--- src/rtl/core/ebd_pkg.sv ---
// shared types, constants and helpers of the envelope bucket detector
// no dependencies; imported by every module of the block
package ebd_pkg;

    localparam int WINDOW_DEF = 48;
    localparam int SAMPLE_W   = 16;
    localparam int THR_W      = 21;
    localparam int LEN_W      = 12;
    localparam int CNT_W      = 24;
    localparam int CFG_IDX_W  = 2;

    localparam logic [THR_W-1:0] THRESHOLD_RST  = THR_W'(149422);
    localparam logic [LEN_W-1:0] BUCKET_LEN_RST = LEN_W'(240);
    localparam logic [CNT_W-1:0] COUNT_MAX      = '1;

    typedef enum logic [CFG_IDX_W-1:0] {
        REG_THRESHOLD  = 2'd0,
        REG_BUCKET_LEN = 2'd1
    } t_reg_idx;

    typedef struct packed {
        logic signed [SAMPLE_W-1:0] sample;
        logic                       first;
    } t_in_item;

    typedef struct packed {
        logic             heads;
        logic [CNT_W-1:0] heads_count;
        logic [CNT_W-1:0] bucket_count;
    } t_out_item;

    // per-cycle control handed from the top level to the datapath parts
    typedef struct packed {
        logic accept;
        logic first;
    } t_step;

    function automatic logic [SAMPLE_W-1:0] rectify(input logic signed [SAMPLE_W-1:0] s);
        // most negative sample maps to 2^15, which still fits
        return s[SAMPLE_W-1] ? (~s + SAMPLE_W'(1)) : s;
    endfunction

    function automatic logic [CNT_W-1:0] sat_inc(input logic [CNT_W-1:0] v);
        return (v == COUNT_MAX) ? COUNT_MAX : v + CNT_W'(1);
    endfunction

endpackage

--- src/rtl/core/envelope_bucket_detector.sv ---
// envelope bucket detector: top level with configuration registers and handshake
// latency: a result is valid in the cycle after the item that closes its bucket
// throughput: one item per cycle when ready; delay line and sum update on accept
// input ready drops only while a result is held and not taken
// reset (synchronous, active low) clears control state, restores register defaults
// depends on ebd_pkg, ebd_window, ebd_bucket
module envelope_bucket_detector
    import ebd_pkg::*;
#(
    parameter int WINDOW = WINDOW_DEF
) (
    input  logic                 i_clk,
    input  logic                 i_rst_n,
    input  logic                 i_in_valid,
    output logic                 o_in_ready,
    input  t_in_item             i_in_data,
    output logic                 o_out_valid,
    input  logic                 i_out_ready,
    output t_out_item            o_out_data,
    input  logic                 i_cfg_we,
    input  logic [CFG_IDX_W-1:0] i_cfg_index,
    input  logic [THR_W-1:0]     i_cfg_data
);

    logic [THR_W-1:0]    r_threshold;
    logic [LEN_W-1:0]    r_bucket_len;
    logic                w_ready;
    t_step               w_step;
    logic [SAMPLE_W-1:0] w_mag;
    logic                w_loud;

    always_ff @(posedge i_clk) begin
        if (!i_rst_n) begin
            r_threshold  <= THRESHOLD_RST;
            r_bucket_len <= BUCKET_LEN_RST;
        end else if (i_cfg_we) begin
            unique case (i_cfg_index)
                REG_THRESHOLD:  r_threshold  <= i_cfg_data;
                REG_BUCKET_LEN: r_bucket_len <= i_cfg_data[LEN_W-1:0];
                default: ;
            endcase
        end
    end

    assign w_ready       = !o_out_valid || i_out_ready;
    assign o_in_ready    = w_ready;
    assign w_step.accept = i_in_valid && w_ready;
    assign w_step.first  = i_in_data.first;
    assign w_mag         = rectify(i_in_data.sample);

    ebd_window #(
        .WINDOW (WINDOW)
    ) u_window (
        .i_clk       (i_clk),
        .i_rst_n     (i_rst_n),
        .i_step      (w_step),
        .i_mag       (w_mag),
        .i_threshold (r_threshold),
        .o_loud      (w_loud)
    );

    ebd_bucket u_bucket (
        .i_clk        (i_clk),
        .i_rst_n      (i_rst_n),
        .i_step       (w_step),
        .i_loud       (w_loud),
        .i_bucket_len (r_bucket_len),
        .i_out_ready  (i_out_ready),
        .o_out_valid  (o_out_valid),
        .o_out_data   (o_out_data)
    );

endmodule

--- src/rtl/core/ebd_cell.sv ---
// one stage of the rectified-sample delay line
// depends on ebd_pkg
module ebd_cell
    import ebd_pkg::*;
(
    input  logic                i_clk,
    input  logic                i_rst_n,
    input  logic                i_shift,
    input  logic [SAMPLE_W-1:0] i_mag,
    input  logic                i_vld,
    output logic [SAMPLE_W-1:0] o_mag,
    output logic                o_vld
);

    logic [SAMPLE_W-1:0] r_mag;
    logic                r_vld;

    always_ff @(posedge i_clk) begin
        if (!i_rst_n) begin
            r_vld <= 1'b0;
        end else if (i_shift) begin
            r_vld <= i_vld;
        end
    end

    always_ff @(posedge i_clk) begin
        if (i_shift) begin
            r_mag <= i_mag;
        end
    end

    // an empty stage reads as zero
    assign o_mag = r_vld ? r_mag : '0;
    assign o_vld = r_vld;

endmodule

--- src/rtl/core/ebd_window.sv ---
// chain of delay cells plus the running sum of the window and the loud test
// depends on ebd_pkg and ebd_cell
module ebd_window
    import ebd_pkg::*;
#(
    parameter int WINDOW = WINDOW_DEF
) (
    input  logic                i_clk,
    input  logic                i_rst_n,
    input  t_step               i_step,
    input  logic [SAMPLE_W-1:0] i_mag,
    input  logic [THR_W-1:0]    i_threshold,
    output logic                o_loud
);

    localparam int SUM_W = $clog2(WINDOW * (2 ** (SAMPLE_W - 1)) + 1);
    localparam int CMP_W = (SUM_W > THR_W) ? SUM_W : THR_W;

    logic [SAMPLE_W-1:0] w_in_mag  [WINDOW];
    logic                w_in_vld  [WINDOW];
    logic [SAMPLE_W-1:0] w_out_mag [WINDOW];
    logic                w_out_vld [WINDOW];

    logic [SUM_W-1:0]    r_sum;
    logic [SUM_W-1:0]    n_sum;
    logic [SUM_W-1:0]    w_base;
    logic [SAMPLE_W-1:0] w_old;

    genvar k;
    generate
        for (k = 0; k < WINDOW; k++) begin : g_cell
            if (k == 0) begin : g_head
                assign w_in_mag[k] = i_mag;
                assign w_in_vld[k] = 1'b1;
            end else begin : g_body
                // a new recording empties the rest of the line
                assign w_in_mag[k] = w_out_mag[k-1];
                assign w_in_vld[k] = w_out_vld[k-1] & ~i_step.first;
            end
            ebd_cell u_cell (
                .i_clk   (i_clk),
                .i_rst_n (i_rst_n),
                .i_shift (i_step.accept),
                .i_mag   (w_in_mag[k]),
                .i_vld   (w_in_vld[k]),
                .o_mag   (w_out_mag[k]),
                .o_vld   (w_out_vld[k])
            );
        end
    endgenerate

    always_comb begin
        w_base = i_step.first ? '0 : r_sum;
        w_old  = i_step.first ? '0 : w_out_mag[WINDOW-1];
        // the leaving value is part of the sum, so no underflow
        n_sum  = (w_base - SUM_W'(w_old)) + SUM_W'(i_mag);
        o_loud = CMP_W'(n_sum) > CMP_W'(i_threshold);
    end

    always_ff @(posedge i_clk) begin
        if (!i_rst_n) begin
            r_sum <= '0;
        end else if (i_step.accept) begin
            r_sum <= n_sum;
        end
    end

endmodule

--- src/rtl/core/ebd_bucket.sv ---
// bucket position, loud flag, saturating totals and the result register
// depends on ebd_pkg
module ebd_bucket
    import ebd_pkg::*;
(
    input  logic             i_clk,
    input  logic             i_rst_n,
    input  t_step            i_step,
    input  logic             i_loud,
    input  logic [LEN_W-1:0] i_bucket_len,
    input  logic             i_out_ready,
    output logic             o_out_valid,
    output t_out_item        o_out_data
);

    logic [LEN_W-1:0] r_pos;
    logic             r_exc;
    logic [CNT_W-1:0] r_heads;
    logic [CNT_W-1:0] r_buckets;
    logic             r_out_valid;
    t_out_item        r_out;

    logic [LEN_W:0]   w_next;
    logic [LEN_W:0]   w_limit;
    logic             w_exc;
    logic             w_done;
    logic [CNT_W-1:0] w_heads;
    logic [CNT_W-1:0] w_buckets;

    always_comb begin
        w_next    = {1'b0, (i_step.first ? '0 : r_pos)} + (LEN_W + 1)'(1);
        // zero length acts as the full 4096 samples
        w_limit   = (i_bucket_len == '0) ? {1'b1, {LEN_W{1'b0}}} : {1'b0, i_bucket_len};
        w_exc     = (i_step.first ? 1'b0 : r_exc) | i_loud;
        w_done    = w_next >= w_limit;
        w_heads   = i_step.first ? '0 : r_heads;
        w_buckets = i_step.first ? '0 : r_buckets;
    end

    always_ff @(posedge i_clk) begin
        if (!i_rst_n) begin
            r_pos       <= '0;
            r_exc       <= 1'b0;
            r_heads     <= '0;
            r_buckets   <= '0;
            r_out_valid <= 1'b0;
        end else begin
            if (i_step.accept) begin
                if (w_done) begin
                    r_pos     <= '0;
                    r_exc     <= 1'b0;
                    r_buckets <= sat_inc(w_buckets);
                    r_heads   <= w_exc ? sat_inc(w_heads) : w_heads;
                end else begin
                    r_pos     <= w_next[LEN_W-1:0];
                    r_exc     <= w_exc;
                    r_buckets <= w_buckets;
                    r_heads   <= w_heads;
                end
            end
            if (i_step.accept && w_done) begin
                r_out_valid <= 1'b1;
            end else if (i_out_ready) begin
                r_out_valid <= 1'b0;
            end
        end
    end

    always_ff @(posedge i_clk) begin
        if (i_step.accept && w_done) begin
            r_out.heads        <= w_exc;
            r_out.heads_count  <= w_exc ? sat_inc(w_heads) : w_heads;
            r_out.bucket_count <= sat_inc(w_buckets);
        end
    end

    assign o_out_valid = r_out_valid;
    assign o_out_data  = r_out;

endmodule
--- config.mk ---
export PLATFORM = sky130hd
export DESIGN_NAME = envelope_bucket_detector
export DESIGN_NICKNAME = d
export VERILOG_FILES = /design/src/rtl/core/ebd_pkg.sv /design/src/rtl/core/envelope_bucket_detector.sv /design/src/rtl/core/ebd_cell.sv /design/src/rtl/core/ebd_window.sv /design/src/rtl/core/ebd_bucket.sv
export SDC_FILE = /design/constraint.sdc
export NUM_CORES = 1
export LEC_CHECK = 0
export CAP_MARGIN = 10
export CORE_ASPECT_RATIO = 2
export CORE_MARGIN = 2
export CORE_UTILIZATION = 50
export CTS_CLUSTER_SIZE = 12
export DETAILED_ROUTE_END_ITERATION = 8
export DONT_BUFFER_PORTS = 1
export GPL_TIMING_DRIVEN = 0
export PLACE_DENSITY = 0.7
export RECOVER_POWER = 100
export SYNTH_ARGS = -nofsm -noshare
export SYNTH_HDL_FRONTEND = slang
export SYNTH_SLANG_ARGS = --single-unit
--- constraint.sdc ---
create_clock -name i_clk -period 30.2 [get_ports i_clk]
set_input_delay 6.04 -clock i_clk [delete_from_list [all_inputs] [get_ports i_clk]]
set_output_delay 6.04 -clock i_clk [all_outputs]
set_load 0.01 [all_outputs]
==> impl_metrics.env <==
export IMPL_run_status="finished with violations"
export IMPL_failing_checks="capacitance limit, slew limit"
export IMPL_core_area_mm2=0.0791
export IMPL_ant_nets=0
export IMPL_postCtsResizedCells=0
export IMPL_wirelength_um=84200
export IMPL_hpwl_um=58100
export IMPL_ys_types=73
export IMPL_synth_warning_count=0
export IMPL_synth_ff_latch_count=981
export IMPL_total_congestion_overflow=0
export IMPL_fin_util=0.556
export IMPL_cts_reportedPaths_clkPinSlew_ns=0.06
export IMPL_antenna_found_initial=0
export IMPL_cts_htree_levels=3
export IMPL_first_global_vias=23900
export IMPL_rsz0062_at_grt="false"
export IMPL_fp_dieH_um=404
export IMPL_drt_pre_antenna_iters=6
export IMPL_synth_top_cell_by_area="edfxtp_1"
export IMPL_wire_per_inst_um=20.1
export IMPL_ys_top_cells_by_count="edfxtp_1, and2_1, nand2_1"
export IMPL_timing_hold_worst_class="reg2reg"
export IMPL_finalWorstSetupSlack_ns=8.93
export IMPL_r2r_start="u_bucket.o_out_valid"
export IMPL_yosys_top_cell_area_share=0.614
export IMPL_final_net_count=3219
export IMPL_placement_rows=146
export IMPL_startpoint="i_out_ready"
export IMPL_drc=0
export IMPL_critPathRequiredTime_ns=30.36
export IMPL_dominant_cell_by_count_in_the_synthesized_netlist="edfxtp_1"
export IMPL_lkg_pwr_nw=15.7
export IMPL_relative_slew_margins=-1.60
export IMPL_timing_max_transition_violations_final=841
export IMPL_via_per_inst=5.47
export IMPL_layout_area_seq_mm2=0.0278
export IMPL_floorplan_initialDensity=0.505
export IMPL_floorplan_io_pins=96
export IMPL_vdd_ir_drop_max_uv=60.7
export IMPL_cts_buffer_count=93
export IMPL_drive_gt1_frac=0.0370
export IMPL_fin_crit_ns=21.27
export IMPL_grt_max_degree=78
export IMPL_synthFlopType="edfxtp_1"
export IMPL_crit_slowest_cell="clkbuf_1"
export IMPL_post_cts_repair_setup_buffers=0
export IMPL_fillCellCount=6332
export IMPL_cts_path_max_buffers=3
export IMPL_critical_path_class="in2reg"
export IMPL_weighted_congestion_at_the_end_of_routability_driven_global_placement=0.928
export IMPL_worstPathArrival_ns=21.43
export IMPL_synthesis_area_mm2=0.0400
export IMPL_yosysSeqAreaShare=0.696
export IMPL_worst_setup_skew_after_layout_ns=0.0283
export IMPL_globalRouteTotalUtil=0.208
export IMPL_worst_slew_pin_slew_ns=3.91
export IMPL_clock_fmax_mhz=47.0
export IMPL_clk_insertion_delay_late_ns=0.67
export IMPL_report_final_hold_viol_count=0
export IMPL_clkSinkCount=981
export IMPL_preCtsSetupSlack_ns=14.86
export IMPL_timing_critical_path_cells="nand2b_1, nand2_1, inv_1, clkbuf_1, clkbuf_1, clkbuf_1, clkbuf_1, clkbuf_1, clkbuf_1, clkbuf_1, clkbuf_1"
export IMPL_timing_critical_path_mode_cell="clkbuf_1"
export IMPL_flow_area_growth_from_synthesis_pct=9.97
export IMPL_crit_fanout=77
export IMPL_synth_enable_flop_cells=817
export IMPL_synthesized_net_count=3111
export IMPL_holdCritStartpoint="u_window.r_sum[12]"
export IMPL_port_buffers=0
export IMPL_worst_path_largest_cell_delay_ns=2.88
export IMPL_synth_async_reset_ratio=0
export IMPL_grt_first_pass_wirelength_um=132000
export IMPL_horiz_die_dim_um=204
export IMPL_cell_count_after_synthesis=2991
export IMPL_floorplan_die_area_mm2=0.0823
export IMPL_syn_area_per_cell_um2=13.4
export IMPL_drtIter0Drc=1463
export IMPL_max_cap_violations=14
export IMPL_postCtsHoldBufs=0
export IMPL_min_period_over_period=0.704
export IMPL_finalSetupViolations=0
export IMPL_dr_total_vias=23000
export IMPL_tritoncts="yes"
export IMPL_end_kind="flop"
export IMPL_synth_area_top_cells="edfxtp_1, and2_1, dfxtp_1"
export IMPL_cell_at_the_root_of_the_clock_tree="clkbuf_16"
export IMPL_power_per_cell_area_mw_per_mm2=66.9
export IMPL_startpoint_type="primary input"
export IMPL_multi_input_comb_area_mm2=0.0113
-- power by group --
group	switching [W]	internal (W)
logic	0.000234	0.0000992
registers	0.0000166	0.00151
clock network	0.000479	0.000600
-- worst max-delay path: cells and delay by family --
family                 cells  cell delay, ns
buffers and inverters      9           14.73
and+or+nand+nor            2            0.45
-- final cells by class --
cell class / instances / share of cell area
diodes: 1 / 0.0000569
plain buffers: 126 / 0.0108
clock buffers: 152 / 0.0590
clock inverters: 7 / 0.00270
inverters: 84 / 0.00717
multi-input cells: 1800 / 0.257
flip-flops and latches: 981 / 0.633
well taps: 1036 / 0.0295
repair buffers: 13 / 0.00111
-- logic make-up after synthesis --
group,Yosys count,share of synthesized area
AND/OR/NAND/NOR,1334,0.189
AO/OA/AOI/OAI,327,0.0535
buffers and inverters,210,0.0202
adder cells (fa/ha/maj),75,0.0265
multiplexers,8,0.00210
XOR/XNOR,56,0.0123
flip-flops,981,0.696
-- state kept, by name (all words and copies together) (netlist names), 12 cells and up --
| signal | cells |
|---|---|
| r_bucket_len | 12 |
| u_bucket.o_out_data | 49 |
| r_threshold | 21 |
| u_bucket.r_buckets | 24 |
| u_window.g_cell.u_cell.o_vld | 48 |
| u_window.g_cell.u_cell.r_mag | 768 |
| u_bucket.r_heads | 24 |
| u_bucket.r_pos | 12 |
| u_window.r_sum | 21 |
-- final timing paths --
check,to,slack [ns],depth (start not counted)
min,u_window.r_sum[12],0.46,2
max reg2reg,u_window.g_cell[9].u_cell.r_mag[6],13.96,11
max,u_window.g_cell[9].u_cell.r_mag[6],8.93,11
min reg2reg,u_window.r_sum[12],0.46,2
-- stage by stage --
step                cell area [um^2]  TNS [ns]  power, W  cells  hold slack [ns]
CTS                            44300         0   0.00296   4198            0.454
finish                         44000         0   0.00294   4200            0.457
floorplan                      40000         0   0.00181   2991            0.432
detailed placement             41600         0   0.00188   4039            0.444
global route                   43900         0   0.00305   4199            0.470
global placement               41300  -4740.89   0.00193   4027            0.441
-- layout by cell type, fill, tap and decap left out, types with 5 or more instances in the layout --
cell type  netlist  layout
a21oi_1        128     128
clkbuf_16        0      95
nand2b_1        10      10
nand4_1         19      19
o21ai_0         27      39
inv_1           82      82
nor2b_1         28      28
a31oi_1         14      14
nand3_1         43      43
and2_1         772     167
o211ai_1        21      21
mux2i_1          5       5
edfxtp_1       817     817
clkbuf_1       116     193
xor2_1          15      15
fa_1            16      16
a22o_1           8       8
ha_1            59      59
nor3_1          27      27
and2_0           0     605
or3_1            4       5
or4_1            6       6
a21o_1          13      13
dfxtp_1        164     164
a22oi_1         25      25
a41oi_1          5       5
nor2_1         138     138
xnor2_1         41      41
a211oi_1        11      11
and3_1          69      69
o31ai_1         11      11
o22ai_1          5       5
nand2_1        172     174
and4_1           8       8
nor4_1          13      13
-- routing by layer --
layer,track usage,wire (um)
met5,0,0
met4,0.0930,3390
met3,0.0383,3900
met2,0.367,43600
met1,0.246,33300
Note: power is estimated with default switching activity, not from simulation.
